===== src/rtl/core/heater_bus_packet_check_decode_assert.svh =====
// assertion macros for the packet checker
`ifndef HEATER_BUS_PACKET_CHECK_DECODE_ASSERT_SVH
`define HEATER_BUS_PACKET_CHECK_DECODE_ASSERT_SVH

`ifndef SYNTHESIS
`define HBPCD_ASSERT_NOW(lbl, ante, cons) \
  lbl: assert property (@(posedge clk) disable iff (rst) (ante) |-> (cons)) \
    else $error("assertion failed: ante implies cons");
`define HBPCD_ASSERT_NEXT(lbl, ante, cons) \
  lbl: assert property (@(posedge clk) disable iff (rst) (ante) |=> (cons)) \
    else $error("assertion failed: ante implies cons next cycle");
`else
`define HBPCD_ASSERT_NOW(lbl, ante, cons)
`define HBPCD_ASSERT_NEXT(lbl, ante, cons)
`endif

`endif


===== src/rtl/core/hbpcd_pkg.sv =====
package hbpcd_pkg;

  localparam int HEADER_BYTES = 5;

  localparam logic [1:0] SRC_INVALID = 2'd0;
  localparam logic [1:0] SRC_HEATER  = 2'd1;
  localparam logic [1:0] SRC_CONTROL = 2'd2;
  localparam logic [1:0] SRC_UNKNOWN = 2'd3;

  localparam logic [3:0] HEATER_SENDER = 4'h7;
  localparam logic [7:0] HEATER_TAG    = 8'h20;
  localparam logic [7:0] CONTROL_TAG   = 8'hbf;
  localparam logic [3:0] TEMP_CODE_MAX = 4'he;
  localparam logic [6:0] STARTUP_MASK  = 7'h7f;

  typedef logic [HEADER_BYTES-1:0][7:0] header_t;

  typedef struct packed {
    logic    length_ok;
    logic    parity_good;
    logic    xor_zero;
    header_t header;
  } packet_state_t;

  typedef struct packed {
    logic [1:0] source;
    logic [2:0] active_id;
    logic       in_use;
    logic       heater_on;
    logic [6:0] startup_state;
    logic [5:0] temperature_c;
    logic       temp_code_valid;
    logic [3:0] controller_id;
    logic       on_off_pressed;
    logic       priority_pressed;
    logic       temp_up_pressed;
    logic       temp_down_pressed;
  } result_t;

  function automatic logic [5:0] temp_lookup(input logic [3:0] code);
    logic [5:0] t;
    case (code)
      4'd0:    t = 6'd37;
      4'd1:    t = 6'd38;
      4'd2:    t = 6'd39;
      4'd3:    t = 6'd40;
      4'd4:    t = 6'd41;
      4'd5:    t = 6'd42;
      4'd6:    t = 6'd43;
      4'd7:    t = 6'd44;
      4'd8:    t = 6'd45;
      4'd9:    t = 6'd46;
      4'd10:   t = 6'd47;
      4'd11:   t = 6'd48;
      4'd12:   t = 6'd50;
      4'd13:   t = 6'd55;
      4'd14:   t = 6'd60;
      default: t = 6'd0;
    endcase
    return t;
  endfunction

endpackage


===== src/rtl/core/heater_bus_packet_check_decode.sv =====
// Packet checker and decoder for a water-heater serial bus. Bytes come in one
// transaction each, end_of_packet marks the last byte, and that byte yields one
// result: the sender class (invalid, heater, control panel, unknown) with the
// heater or control fields decoded and the other set zero. A packet is invalid
// unless it has exactly PACKET_BYTES bytes, every byte has odd parity and the
// XOR of all bytes is zero. One byte is taken every cycle; a byte passes an
// input register, then the checksum/parity/header update and the decode feed
// the result register, which loads a result as its last byte leaves the input
// register. The input stalls only while a final byte sits in the input
// register and the previous result is still held at the output.
module heater_bus_packet_check_decode #(
  parameter int PACKET_BYTES = 6
) (
  input  logic       clk,
  input  logic       rst,
  input  logic       in_valid,
  output logic       in_stall,
  input  logic [7:0] rx_byte,
  input  logic       end_of_packet,
  output logic       out_valid,
  input  logic       out_stall,
  output logic [1:0] source,
  output logic [2:0] active_id,
  output logic       in_use,
  output logic       heater_on,
  output logic [6:0] startup_state,
  output logic [5:0] temperature_c,
  output logic       temp_code_valid,
  output logic [3:0] controller_id,
  output logic       on_off_pressed,
  output logic       priority_pressed,
  output logic       temp_up_pressed,
  output logic       temp_down_pressed
);
  import hbpcd_pkg::*;

  `include "heater_bus_packet_check_decode_assert.svh"

  logic          s1_valid;
  logic [7:0]    s1_byte;
  logic          s1_eop;
  logic          s1_move;
  logic          out_free;
  packet_state_t pkt;
  result_t       res_next;
  result_t       res;
  logic          heater_zero;
  logic          control_zero;

  assign out_free = !out_valid || !out_stall;
  assign s1_move  = s1_valid && (!s1_eop || out_free);
  assign in_stall = s1_valid && !s1_move;

  always_ff @(posedge clk) begin
    if (rst) begin
      s1_valid <= 1'b0;
    end else if (in_valid && !in_stall) begin
      s1_valid <= 1'b1;
    end else if (s1_move) begin
      s1_valid <= 1'b0;
    end
  end

  always_ff @(posedge clk) begin
    if (in_valid && !in_stall) begin
      s1_byte <= rx_byte;
      s1_eop  <= end_of_packet;
    end
  end

  hbpcd_accum #(
    .PACKET_BYTES(PACKET_BYTES)
  ) u_accum (
    .clk          (clk),
    .rst          (rst),
    .step         (s1_move),
    .rx_byte      (s1_byte),
    .end_of_packet(s1_eop),
    .pkt          (pkt)
  );

  hbpcd_decode u_decode (
    .pkt(pkt),
    .res(res_next)
  );

  always_ff @(posedge clk) begin
    if (rst) begin
      out_valid <= 1'b0;
    end else if (s1_move && s1_eop) begin
      out_valid <= 1'b1;
    end else if (!out_stall) begin
      out_valid <= 1'b0;
    end
  end

  always_ff @(posedge clk) begin
    if (s1_move && s1_eop) begin
      res <= res_next;
    end
  end

  assign source            = res.source;
  assign active_id         = res.active_id;
  assign in_use            = res.in_use;
  assign heater_on         = res.heater_on;
  assign startup_state     = res.startup_state;
  assign temperature_c     = res.temperature_c;
  assign temp_code_valid   = res.temp_code_valid;
  assign controller_id     = res.controller_id;
  assign on_off_pressed    = res.on_off_pressed;
  assign priority_pressed  = res.priority_pressed;
  assign temp_up_pressed   = res.temp_up_pressed;
  assign temp_down_pressed = res.temp_down_pressed;

  assign heater_zero  = active_id == 3'd0 && in_use == 1'b0 && heater_on == 1'b0 &&
                        startup_state == 7'd0 && temperature_c == 6'd0 &&
                        temp_code_valid == 1'b0;
  assign control_zero = controller_id == 4'd0 && on_off_pressed == 1'b0 &&
                        priority_pressed == 1'b0 && temp_up_pressed == 1'b0 &&
                        temp_down_pressed == 1'b0;

  `HBPCD_ASSERT_NOW(a_heater_zero, out_valid && source != SRC_HEATER, heater_zero)
  `HBPCD_ASSERT_NOW(a_control_zero, out_valid && source != SRC_CONTROL, control_zero)
  `HBPCD_ASSERT_NOW(a_temp_range, out_valid && temp_code_valid, temperature_c >= 6'd37 && temperature_c <= 6'd60)
  `HBPCD_ASSERT_NOW(a_stall_cause, in_stall, s1_valid && s1_eop && out_valid && out_stall)
  `HBPCD_ASSERT_NEXT(a_result_load, s1_move && s1_eop, out_valid)

endmodule


===== src/rtl/core/hbpcd_accum.sv =====
module hbpcd_accum #(
  parameter int PACKET_BYTES = 6
) (
  input  logic                     clk,
  input  logic                     rst,
  input  logic                     step,
  input  logic [7:0]               rx_byte,
  input  logic                     end_of_packet,
  output hbpcd_pkg::packet_state_t pkt
);
  import hbpcd_pkg::*;

  localparam int CW = $clog2(PACKET_BYTES + 2);

  logic [CW-1:0] count;
  logic [CW-1:0] count_next;
  logic [7:0]    xor_sum;
  logic [7:0]    xor_sum_next;
  logic          parity_good;
  logic          parity_good_next;
  header_t       header;
  header_t       header_next;

  always_comb begin
    count_next = (count < CW'(PACKET_BYTES + 1)) ? count + CW'(1) : count;
    xor_sum_next = xor_sum ^ rx_byte;
    parity_good_next = parity_good & (^rx_byte);
    header_next = header;
    for (int i = 0; i < HEADER_BYTES; i++) begin
      if (count == CW'(i)) begin
        header_next[i] = rx_byte;
      end
    end
  end

  // view of the packet with the current byte included
  assign pkt.length_ok   = (count_next == CW'(PACKET_BYTES));
  assign pkt.parity_good = parity_good_next;
  assign pkt.xor_zero    = (xor_sum_next == 8'h00);
  assign pkt.header      = header_next;

  always_ff @(posedge clk) begin
    if (rst) begin
      count       <= '0;
      xor_sum     <= '0;
      parity_good <= 1'b1;
      header      <= '0;
    end else if (step) begin
      if (end_of_packet) begin
        count       <= '0;
        xor_sum     <= '0;
        parity_good <= 1'b1;
        header      <= '0;
      end else begin
        count       <= count_next;
        xor_sum     <= xor_sum_next;
        parity_good <= parity_good_next;
        header      <= header_next;
      end
    end
  end

endmodule


===== src/rtl/core/hbpcd_decode.sv =====
module hbpcd_decode (
  input  hbpcd_pkg::packet_state_t pkt,
  output hbpcd_pkg::result_t       res
);
  import hbpcd_pkg::*;

  logic       pkt_ok;
  logic [3:0] sender;
  logic [3:0] code;

  assign pkt_ok = pkt.length_ok && pkt.parity_good && pkt.xor_zero;
  assign sender = pkt.header[0][3:0];
  assign code   = pkt.header[2][3:0];

  always_comb begin
    res = '0;
    if (!pkt_ok) begin
      res.source = SRC_INVALID;
    end else if (sender == HEATER_SENDER && pkt.header[4] == HEATER_TAG) begin
      res.source        = SRC_HEATER;
      res.active_id     = pkt.header[0][6:4];
      res.in_use        = pkt.header[2][4];
      res.heater_on     = pkt.header[1][6];
      res.startup_state = pkt.header[3][6:0] & STARTUP_MASK;
      if (code <= TEMP_CODE_MAX) begin
        res.temperature_c   = temp_lookup(code);
        res.temp_code_valid = 1'b1;
      end
    end else if (sender < HEATER_SENDER && pkt.header[4] == CONTROL_TAG) begin
      res.source            = SRC_CONTROL;
      res.controller_id     = sender;
      res.on_off_pressed    = pkt.header[1][0];
      res.priority_pressed  = pkt.header[1][2];
      res.temp_up_pressed   = pkt.header[2][0];
      res.temp_down_pressed = pkt.header[2][1];
    end else begin
      res.source = SRC_UNKNOWN;
    end
  end

endmodule

===== config.mk =====
export PLATFORM = sky130hd
export DESIGN_NAME = heater_bus_packet_check_decode
export DESIGN_NICKNAME = d
export VERILOG_FILES = /design/src/rtl/core/hbpcd_pkg.sv /design/src/rtl/core/heater_bus_packet_check_decode.sv /design/src/rtl/core/hbpcd_accum.sv /design/src/rtl/core/hbpcd_decode.sv
export VERILOG_INCLUDE_DIRS = /design/src /design/src/rtl/core
export SDC_FILE = /design/constraint.sdc
export NUM_CORES = 1
export LEC_CHECK = 0
export BUFFER_PORTS_ARGS = -buffer_cell sky130_fd_sc_hd__buf_4
export CAP_MARGIN = 15
export CORE_ASPECT_RATIO = 0.75
export CORE_MARGIN = 8
export CORE_UTILIZATION = 55
export CTS_CLUSTER_SIZE = 10
export DETAILED_ROUTE_END_ITERATION = 7
export PLACE_DENSITY = 0.84
export SYNTH_ARGS = -nofsm -noshare
export SYNTH_HDL_FRONTEND = slang
export SYNTH_SLANG_ARGS = --single-unit

===== constraint.sdc =====
create_clock -name clk -period 6.8 [get_ports clk]
set_input_delay 1.7 -clock clk [delete_from_list [all_inputs] [get_ports clk]]
set_output_delay 1.7 -clock clk [all_outputs]
set_load 0.01 [all_outputs]

* Word-level counts from Yosys, hierarchy flattened *
Memory sizes are Yosys's and may differ from the RTL's. A register that Yosys moved wholly into a read port is not among the register bits.
Cells that the tools add are included.

storage, ports and cells
  flip-flop bits (word level) = 76
  bits in read-only memories = 96
  bits of input ports = 13
  output and inout bits = 31
  word-level logic and storage cells = 83
  memories = 1

cells by class
  $add $sub $neg = 1
  $lt $le $gt $ge = 3
  eq/ne operators = 9
  muxes and demuxes = 17
  bitwise gates (word level) = 4
  reduce and logical (&&, ||, !) cells = 24

memories
  memory           words  bits a word  read ports  clocked after memory_dff  write ports  line             text
  (no name shown)  16     6            1           1                         0            hbpcd_pkg.sv:42  case (code)

operator list
  operator                                                               count
  8-bit 2-to-1 mux                                                       6
  40-bit 2-to-1 mux                                                      1
  8-bit by 6-bit == test with 1-bit output (second input constant)       1
  8-bit == test (second input constant)                                  1
  1-bit logical AND                                                      8
  8-bit zero test                                                        1
  1-bit 2-to-1 mux                                                       8
  8-bit XOR reduction                                                    1
  8-bit XOR                                                              1
  3-bit by 2-bit == test with 1-bit output (second input constant)       2
  3-bit == test (second input constant)                                  2
  1-bit zero test                                                        6
  3-bit 2-to-1 mux                                                       2
  4-bit by 3-bit == test with 1-bit output (second input constant)       1
  4-bit less-or-equal comparator (second input constant)                 1
  4-bit by 3-bit < comparator with 1-bit output (second input constant)  1
  3-bit by 1-bit adder with 3-bit output (second input constant)         1
  3-bit by 1-bit == test with 1-bit output (second input constant)       1
  3-bit zero test                                                        1
  3-bit < comparator (second input constant)                             1
  3-bit AND reduction                                                    1
  3-bit OR reduction                                                     1
  1-bit logical OR                                                       2
  2-bit by 1-bit != test with 1-bit output (second input constant)       1
  other kinds (5)                                                        6

* Longest topological paths before layout *
Gate-level depths: netlist of run 1.

  depth in word-level cells = 9
  mapped depth = 10
  depth with buffers taken out = 9

* By module *
Synthesis of run 1 repeated with hierarchy kept, for this count alone.

unflattened totals
  cell total of the unflattened synthesis = 407
  area total of the unflattened synthesis = 4390.5 µm²

by module, submodules not included
  module                          instances  cells each  area an instance (µm²)  sequential area each (µm²)
  hbpcd_accum                     1          290         2710.1                  1041.0
  heater_bus_packet_check_decode  1          51          1233.7                  1181.1
  hbpcd_decode                    1          66          446.7                   0.0

* Least setup slack after synthesis of run 1 *
No wires, ideal clock.

  path kind = input to output
  start = input out_stall
  end = output in_stall
  data arrival time = 1.920 ns
  data required time = 5.100 ns
  slack = 3.180 ns
  stages on the path = 2
  path buffers = 0
  path through = nand4_1 > inv_1

on the way
  longest elaborated chain between the ends = 6

RTL lines
  what                line                                  text
  start: declaration  heater_bus_packet_check_decode.sv:21  input logic out_stall,
  1-bit zero test     -
  1-bit logical OR    heater_bus_packet_check_decode.sv:50  assign out_free = !out_valid || !out_stall;
  1-bit logical OR    heater_bus_packet_check_decode.sv:51  assign s1_move = s1_valid && (!s1_eop || out_free);
  1-bit logical AND   heater_bus_packet_check_decode.sv:51
  1-bit zero test     heater_bus_packet_check_decode.sv:52  assign in_stall = s1_valid && !s1_move;
  1-bit logical AND   heater_bus_packet_check_decode.sv:52
  end: declaration    heater_bus_packet_check_decode.sv:17  output logic in_stall,

Every way passes these cells.

* Worst setup path in the final report of run 1 *
Ends and elaborated chain as after synthesis.

==> impl_metrics.json, run 1 <==
{
  "relSlewSlack_pct": 25.1,
  "clk-insertion-delay-late_ns": 0.36,
  "drt_iter0_markers": 280,
  "n_antenna_cell": 0,
  "period_minus_slack_ns": 3.88,
  "synthAdderAreaFrac_pct": 2.87,
  "hold_slack_ns": 0.493,
  "postSynthRegisterBits": 82,
  "viasPerCell": 6.01,
  "yosysWarnings": 0,
  "cts_tree": "yes",
  "p_total_w": 0.000972,
  "worstMarginPinSlew_ns": 1.12,
  "synthSimpleGateAreaFrac_pct": 19.6,
  "required_ns": 5.10,
  "cts_resized": 0,
  "syn_avg_cell_area_um2": 10.1,
  "cp_max_fo": 3,
  "status": "finished clean",
  "synth_flop_cell": "dfxtp_1",
  "cp-start-kind": "primary input",
  "synth-edff-count": 38,
  "vias": 3131,
  "cpMaxStageDelayCell": "inv_1",
  "synth_compound_area_share_pct": 12.6,
  "grt_max_degree": 45,
  "slew_viol_final": 0,
  "muxShareOfSynthArea_pct": 5.35,
  "postLayoutCoreUtil_pct": 64.8,
  "place_area_um2": 4250,
  "die_w_um": 114,
  "coreArea_um2": 6860,
  "grt_use_total_pct": 18.8,
  "detail-route-antenna-nets": 0,
  "first_pass_iters": 5,
  "multi_input_area_um2": 1730,
  "crit_chain": "buf_4 -> nand4_1 -> inv_1 -> buf_4",
  "skew_ns": 0.0160,
  "path_class": "primary input to output pin",
  "setup_viol": 0,
  "layout_common_cells": "nor2_1, buf_4, dfxtp_1",
  "netlist_top_cells_area": "edfxtp_1, dfxtp_1, nor2_1",
  "postSynthCellCount": 389,
  "critPathMaxStageDelay_ns": 0.14,
  "start_util_pct": 57.3,
  "netlist_area_um2": 3930,
  "post_drt_wl_per_cell_um": 17.5,
  "rsz0062_at_grt": "false",
  "dp_hpwl_um": 6090,
  "grt_pass1_wl_um": 14900,
  "synth_top_family_by_area": "simple AND/OR/NAND/NOR gates",
  "hold_buffers": 0,
  "syn_to_final_growth_pct": 13.1,
  "mostFrequentLayoutCell": "nor2_1",
  "finalHoldViolations": 0,
  "post_cts_buffers": 0,
  "drive_above_1_share_pct": 16.1,
  "synth-seq-area-share_pct": 51.4,
  "seqCellArea_um2": 2020,
  "fin_nets": 440,
  "cts_buffer_depth": 2,
  "final.period_utilization_pct": 57.0,
  "vdd_ir_drop_max_v": 0.000153,
  "maxCapViolCount": 0,
  "power.leakage_nw": 1.58,
  "synth.top_cell.area_share_pct": 29.0,
  "fillers": 531,
  "root_buffer": "clkbuf_8",
  "route.final.wire_length_um": 9100,
  "synth_nets": 411,
  "worst-path-buf-inv": 3,
  "synth_top_area_cell": "edfxtp_1",
  "ys_async_sr_fraction_pct": 0,
  "cts-htree-levels": 3,
  "power_density_nw_per_um2": 219,
  "antenna_found_initial": 0,
  "path_clk_slew_ns": 0.08,
  "crit_family": "buffers and inverters",
  "clock_sinks": 82,
  "synthXorXnorAreaFrac_pct": 3.53,
  "drc": 0,
  "io_buffers": 43,
  "endpoint_kind": "output pin",
  "ys_types": 45,
  "io_pins": 44,
  "grt_overflow": 0,
  "fp.dieH_um": 89.2,
  "post-route-cell-area_um2": 4450,
  "cpMostUsedCell": "buf_4",
  "min_path_type": "flip-flop to flip-flop",
  "final.setup.tns_ns": 0,
  "cts_buffers": 9,
  "arrival_ns": 2.18,
  "rows": 26,
  "grt_pass1_vias": 2956,
  "gp_congestion": 0.927,
  "fmax_mhz": 258,
  "die_area_um2": 10100
}
Yosys cell counts (3+ instances only):
master	instances
nor2_1	61
a22oi_1	16
nand3b_1	8
nor2b_1	14
xnor2_1	13
o21ai_0	13
nor3_1	15
buf_6	4
and3_1	3
nor3b_1	3
clkbuf_1	14
edfxtp_1	38
nand2b_1	4
a21oi_1	23
a32oi_1	10
buf_2	5
a211oi_1	4
nand3_1	7
mux2i_1	21
inv_1	10
nand4_1	6
ha_1	9
dfxtp_1	44
nand2_1	16
tightest hold or removal path: stages, from the launching register on:
cell and delay, ns:
dfxtp_1 0.32, o21ai_0 0.07, a21oi_1 0.06
final cells by class:
type / count / share of cell area [%]
clock buffers: 9 / 2.79
clock inverters: 7 / 1.72
inverters: 10 / 0.844
multi-input cells: 271 / 39.0
flip-flops and latches: 82 / 45.5
well taps: 98 / 2.76
repair buffers: 44 / 7.43
where the power goes:
part	total, W	internal (W)	switching [W]	leakage [nW]
Clock	0.000355	0.000172	0.000183	0.0962
Combinational	0.0000712	0.0000297	0.0000415	0.760
Sequential	0.000545	0.000525	0.0000198	0.723
state kept, by name (all words and copies together), names as in the netlist, 2 cells and up:
name and cells:
s1_byte 8, u_accum.xor_sum 8, u_accum.header 30, source 2, u_accum.count 3, controller_id 4, active_id 3, startup_state 7
temperature_c 6
worst paths after layout:
check	start	to	slack (ns)	cells past startpoint
setup / recovery	out_stall	in_stall	2.92	4
hold / removal	u_accum.header[20]	u_accum.header[20]	0.49	2
setup reg to reg	u_accum.count[0]	temperature_c[2]	3.57	9
hold reg to reg	u_accum.header[20]	u_accum.header[20]	0.49	2
routing by layer:
layer	share of wire, %	routed length, µm	vias up	track usage, %
li1	-	-	1453	-
met1	45	4120	1509	24.4
met2	44	4030	155	29.7
met3	9.0	815	14	5.26
met4	1.4	131	0	6.39
met5	0	0	-	0
through the flow:
step                std cells  setup WS (ns)
finish                    521           2.92
global route              521           2.84
CTS                       521           2.92
detailed placement        505           2.93
global placement          505           2.96
floorplan                 389           3.18
cells by family (layout without fill, tap and decap cells):
kind of cell    count (synthesis)  in the layout
other cells                     1              1
buf+inv                        36             70
flops                          82             82
simple gates                  149            149
fa+ha+maj                       9              9
xor+xnor                       15             15
mux                            21             21
compound gates                 76             76
Power figures use the tool's default switching activity.
==> run 2: changes to the inputs <==
--- a/config.mk
+++ b/config.mk
@@ -10,7 +10,7 @@
 export CAP_MARGIN = 15
 export CORE_ASPECT_RATIO = 0.75
 export CORE_MARGIN = 8
-export CORE_UTILIZATION = 55
+export CORE_UTILIZATION = 53
 export CTS_CLUSTER_SIZE = 10
 export DETAILED_ROUTE_END_ITERATION = 7
 export PLACE_DENSITY = 0.84
==> constraint.sdc (replaced) <==
create_clock -name clk -period 3.3 [get_ports clk]
set_input_delay 0.825 -clock clk [delete_from_list [all_inputs] [get_ports clk]]
set_output_delay 0.825 -clock clk [all_outputs]
set_load 0.01 [all_outputs]
==> run 2 against run 1 <==
  * Setup slack lost 2.6 ns
  * Sequential power grew 110%
  * Combinational power grew 120%
  * Clock skew shrank 0.0067 ns
  * Sequential cell count is the same
  * Register-to-register slack lost 3.2 ns
  * Largest power group unchanged
  * Cell count grew 1.3%
  * Non-clock buffer count grew 4
  * Critical endpoint is now temperature_c[2]
  * Clock power grew 84%
  * Sequential share of layout area shrank 0.10 points
  * Routed wire length grew 3.6%
  * Utilization shrank 3.4 points
==> impl_metrics.json, run 2 (synthesis results as in run 1) <==
{
  "status": "finished clean",
  "cp-start-kind": "flip-flop",
  "die_w_um": 115,
  "gp_congestion": 0.906,
  "grt_use_total_pct": 19.0,
  "grt_max_degree": 45,
  "power.leakage_nw": 1.58,
  "drc": 0,
  "io_buffers": 43,
  "grt_pass1_wl_um": 15600,
  "min_path_type": "flip-flop to flip-flop",
  "vias": 3152,
  "power_density_nw_per_um2": 432,
  "die_area_um2": 10500,
  "clk-insertion-delay-late_ns": 0.37,
  "drive_above_1_share_pct": 16.6,
  "coreArea_um2": 7260,
  "setup_viol": 0,
  "fin_nets": 444,
  "final.period_utilization_pct": 89.7,
  "largest_register": "u_accum.header",
  "hold_buffers": 0,
  "cts_buffers": 9,
  "n_antenna_cell": 0,
  "cpMaxStageDelayCell": "mux2i_1",
  "mostFrequentLayoutCell": "nor2_1",
  "worstMarginPinSlew_ns": 0.710,
  "required_ns": 3.47,
  "root_buffer": "clkbuf_8",
  "final.setup.tns_ns": 0,
  "finalHoldViolations": 0,
  "post-route-cell-area_um2": 4460,
  "period_minus_slack_ns": 2.96,
  "first_pass_iters": 5,
  "post_cts_buffers": 0,
  "io_pins": 44,
  "path_clk_slew_ns": 0.08,
  "detail-route-antenna-nets": 0,
  "viasPerCell": 5.97,
  "syn_to_final_growth_pct": 13.4,
  "cts-htree-levels": 3,
  "cp_max_fo": 8,
  "path_class": "flip-flop to flip-flop",
  "top_regs": "u_accum.header: 30 flops, s1_byte: 8 flops, u_accum.xor_sum: 8 flops",
  "clock_sinks": 82,
  "fp.dieH_um": 90.6,
  "rows": 27,
  "grt_overflow": 0,
  "endpoint_kind": "flip-flop",
  "largest_reg_flops": 30,
  "route.final.wire_length_um": 9420,
  "crit_chain": "inv_1 -> ha_1 -> nor2b_1 -> mux2i_1 -> inv_1 -> ha_1 -> nor2b_1 -> a211oi_1 -> a2111oi_1",
  "critPathMaxStageDelay_ns": 0.56,
  "skew_ns": 0.00930,
  "cts_resized": 0,
  "cts_tree": "yes",
  "layout_common_cells": "nor2_1, buf_4, dfxtp_1",
  "post_drt_wl_per_cell_um": 17.8,
  "slew_viol_final": 0,
  "arrival_ns": 3.13,
  "dp_hpwl_um": 6580,
  "start_util_pct": 54.1,
  "drt_iter0_markers": 295,
  "vdd_ir_drop_max_v": 0.000263,
  "place_area_um2": 4280,
  "rsz0062_at_grt": "false",
  "maxCapViolCount": 0,
  "relSlewSlack_pct": 52.7,
  "fmax_mhz": 338,
  "grt_pass1_vias": 3135,
  "cts_buffer_depth": 2,
  "antenna_found_initial": 0
}
[run 2: area by class of cell]
| class | count | area, µm² |
|---|---|---|
| fillers | 602 | 2810 |
| flip-flops and latches | 82 | 2020 |
| multi-input cells | 271 | 1730 |
| repair buffers | 48 | 360 |
| well taps | 101 | 126 |
| clock buffers | 9 | 124 |
| clock inverters | 7 | 52.6 |
| inverters | 10 | 37.5 |
[run 2: layer usage]
metal	vias to the layer above	GRT usage [%]	share of wire, %
met5	-	0	0
met4	0	8.62	2.2
met3	22	4.61	8.8
met2	165	29.2	47
met1	1494	24.5	43
li1	1471	-	-
[run 2: metrics by stage]
stage	power, W	worst slack [ns]	hold slack (ns)	cells	util (%)
6_report	0.00193	0.341	0.498	528	61.3
3_5_place_dp	0.00129	0.431	0.475	512	58.9
4_1_cts	0.00194	0.409	0.499	528	61.3
3_3_place_gp	0.00129	0.684	0.458	512	58.9
2_1_floorplan	0.00124	0.884	0.450	389	-
5_1_grt	0.00199	0.0869	0.529	528	61.3
[run 2: worst max-delay path: cells and delay by family, from the launching register on]
family,cells,cell delay (ns)
compound gates,2,0.46
flops,1,0.39
buf+inv,2,0.29
simple gates,2,0.55
fa+ha+maj,2,0.51
mux,1,0.56
[run 2: path summary, 6_finish.rpt]
check / start / endpoint / slack, ns / cells after the start
worst max-delay path: u_accum.count[0] / temperature_c[2] / 0.34 / 9
worst min-delay path: u_accum.header[14] / u_accum.header[14] / 0.50 / 2
worst max register to register: u_accum.count[0] / temperature_c[2] / 0.34 / 9
worst min register to register: u_accum.header[14] / u_accum.header[14] / 0.50 / 2
[run 2: power breakdown]
| part | switching [W] | total (W) | internal, W | leakage [nW] |
|---|---|---|---|---|
| clock | 0.000376 | 0.000653 | 0.000276 | 0.0799 |
| combinational | 0.0000934 | 0.000157 | 0.0000636 | 0.780 |
| sequential | 0.0000344 | 0.00112 | 0.00108 | 0.723 |
| total | 0.000504 | 0.00193 | 0.00142 | 1.58 |
==> run 3: changes to the inputs <==
--- a/config.mk
+++ b/config.mk
@@ -10,10 +10,11 @@
 export CAP_MARGIN = 15
 export CORE_ASPECT_RATIO = 0.75
 export CORE_MARGIN = 8
-export CORE_UTILIZATION = 53
+export CORE_UTILIZATION = 40
 export CTS_CLUSTER_SIZE = 10
 export DETAILED_ROUTE_END_ITERATION = 7
-export PLACE_DENSITY = 0.84
+export HOLD_SLACK_MARGIN = 0.03
+export PLACE_DENSITY = 0.68
 export SYNTH_ARGS = -nofsm -noshare
 export SYNTH_HDL_FRONTEND = slang
 export SYNTH_SLANG_ARGS = --single-unit
==> run 3 against run 2 <==
  * Non-clock buffer count unchanged
  * Count of clock-buffer cells in the layout up 1
  * Design area grew 3.7%
  * Sequential power barely moved
  * Critical path type unchanged
  * Via count shrank 4.2%
  * Setup slack improved by 0.19 ns
  * First-iteration DRC count is 9.2% higher
  * Highest routed layer unchanged
  * Critical path depth unchanged
  * Clock power grew 55%
  * Cell count up 5.9%
  * Register-to-register slack better by 0.19 ns
==> impl_metrics.json, run 3 (synthesis results as in run 1) <==
{
  "reg2reg_to": "temperature_c[2]",
  "die_area_um2": 13300,
  "start_util_pct": 40.9,
  "root_buffer": "clkbuf_16",
  "p_total_w": 0.00228,
  "cpMaxStageDelayCell": "mux2i_1",
  "clock_sinks": 82,
  "dp_hpwl_um": 6390,
  "power_switching_w": 0.000524,
  "grt_use_total_pct": 14.8,
  "endpoint_kind": "flip-flop",
  "cts-htree-levels": 3,
  "power.internal_w": 0.00175,
  "reg2regPathDepth": 9,
  "drive_above_1_share_pct": 16.6,
  "clk-insertion-delay-late_ns": 0.34,
  "required_ns": 3.43,
  "hold_slack_ns": 0.480,
  "viasPerCell": 5.40,
  "min_path_type": "flip-flop to flip-flop",
  "rsz0062_at_grt": "false",
  "cts_resized": 0,
  "status": "finished clean",
  "path_clk_slew_ns": 0.06,
  "drt_iter0_markers": 322,
  "post_cts_buffers": 0,
  "detail-route-antenna-nets": 0,
  "min_path_cells": 2,
  "reg2reg_from": "u_accum.count[0]",
  "n_antenna_cell": 0,
  "power.leakage_nw": 1.65,
  "coreArea_um2": 9620,
  "grt_pass1_wl_um": 15100,
  "fmax_mhz": 362,
  "reg2reg_slack_ns": 0.53,
  "gp_congestion": 0.826,
  "hold_buffers": 0,
  "cp-start-kind": "flip-flop",
  "layout_common_cells": "nor2_1, buf_4, dfxtp_1",
  "final.setup.tns_ns": 0,
  "fin_nets": 444,
  "largest_reg_flops": 30,
  "antenna_found_initial": 0,
  "final.period_utilization_pct": 83.8,
  "min_from": "u_accum.header[20]",
  "path_class": "flip-flop to flip-flop",
  "grt_pass1_vias": 2861,
  "fillers": 882,
  "die_w_um": 130,
  "cp_max_fo": 8,
  "power_density_nw_per_um2": 493,
  "seqPwrFrac_pct": 49.1,
  "syn_to_final_growth_pct": 17.6,
  "cts_buffers": 9,
  "setup_viol": 0,
  "vias": 3020,
  "worst-path-buf-inv": 2,
  "mostFrequentLayoutCell": "nor2_1",
  "crit_chain": "inv_1 -> ha_1 -> nor2b_1 -> mux2i_1 -> inv_1 -> ha_1 -> nor2b_1 -> a211oi_1 -> a2111oi_1",
  "cts_tree": "yes",
  "skew_ns": 0.00633,
  "cts_buffer_depth": 2,
  "crit_family": "adder cells",
  "pwr-share-comb_pct": 6.8,
  "critPathMaxStageDelay_ns": 0.50,
  "period_minus_slack_ns": 2.77,
  "rows": 31,
  "postLayoutCoreUtil_pct": 48.0,
  "finalHoldViolations": 0,
  "vdd_ir_drop_max_v": 0.000404,
  "worstMarginPinSlew_ns": 0.711,
  "relSlewSlack_pct": 52.5,
  "netSwitchingFraction_pct": 23.0,
  "drc": 0,
  "hold_end": "u_accum.header[20]",
  "fp.dieH_um": 102,
  "largest_register": "u_accum.header",
  "io_pins": 44,
  "io_buffers": 43,
  "grt_max_degree": 45,
  "arrival_ns": 2.89,
  "route.final.wire_length_um": 9300,
  "clkPwrFrac_pct": 44.1,
  "first_pass_iters": 4,
  "slew_viol_final": 0,
  "maxCapViolCount": 0,
  "grt_overflow": 0,
  "top_regs": "u_accum.header: 30 flops, s1_byte: 8 flops, u_accum.xor_sum: 8 flops",
  "post_drt_wl_per_cell_um": 16.6
}
[run 3: changes by cell type in the layout (fill, tap and decap cells not counted)]
cell and delta:
clkinv_2 +1, clkbuf_8 -8, clkinvlp_4 -3, bufinv_16 +1, clkbuf_16 +9, clkinv_4 +1
inv_6 -1
[run 3: area by class of cell]
cell class / instances / area [µm²] / area share (%)
clock inverters: 6 / 65.1 / 1.41
multi-input cells: 271 / 1730 / 37.5
well taps: 132 / 165 / 3.57
repair buffers: 48 / 360 / 7.80
inverters: 10 / 37.5 / 0.812
clock buffers: 10 / 239 / 5.17
flip-flops and latches: 82 / 2020 / 43.7
[run 3: worst min-delay path, delay by kind of cell (launching register included)]
kind	cells	cell delay (ns)
DFF	1	0.31
AOI/OAI and AO/OA	2	0.13
[run 3: layer usage]
layer	share of wire, %	vias to the layer above	track usage (%)
li1	-	1467	-
met1	49	1441	20.9
met2	42	104	21.2
met3	7.4	8	4.80
met4	0.85	0	4.22
met5	0	-	0
[run 3: worst max path at each step]
| stage | endpoint | slack [ns] | cells after the start | from |
|---|---|---|---|---|
| floorplan | temperature_c[2] | 0.88 | 10 | u_accum.count[0] |
| global placement | temp_up_pressed | 0.66 | 7 | u_accum.count[2] |
| detailed placement | temperature_c[2] | 0.59 | 9 | u_accum.count[0] |
| CTS | temperature_c[2] | 0.56 | 9 | u_accum.count[0] |
| global route | temp_down_pressed | 0.23 | 7 | u_accum.count[2] |
| finish | temperature_c[2] | 0.53 | 9 | u_accum.count[0] |
[run 3: metrics by stage]
| stage | cells | setup slack, ns | instance area, µm² |
|---|---|---|---|
| final | 559 | 0.535 | 4620 |
| after detailed placement | 543 | 0.589 | 4320 |
| after floorplan | 389 | 0.884 | 3930 |
| after CTS | 559 | 0.558 | 4620 |
| after global placement | 543 | 0.661 | 4320 |
| after global routing | 559 | 0.229 | 4620 |
[run 3: power groups by stage]
stage	Combinational, W	Sequential [W]	Clock (W)
2_1_floorplan	0.000114	0.00112	0
3_3_place_gp	0.000153	0.00114	0
3_5_place_dp	0.000155	0.00114	0
4_1_cts	0.000155	0.00112	0.00103
5_1_grt	0.000170	0.00112	0.00107
6_report	0.000156	0.00112	0.00101
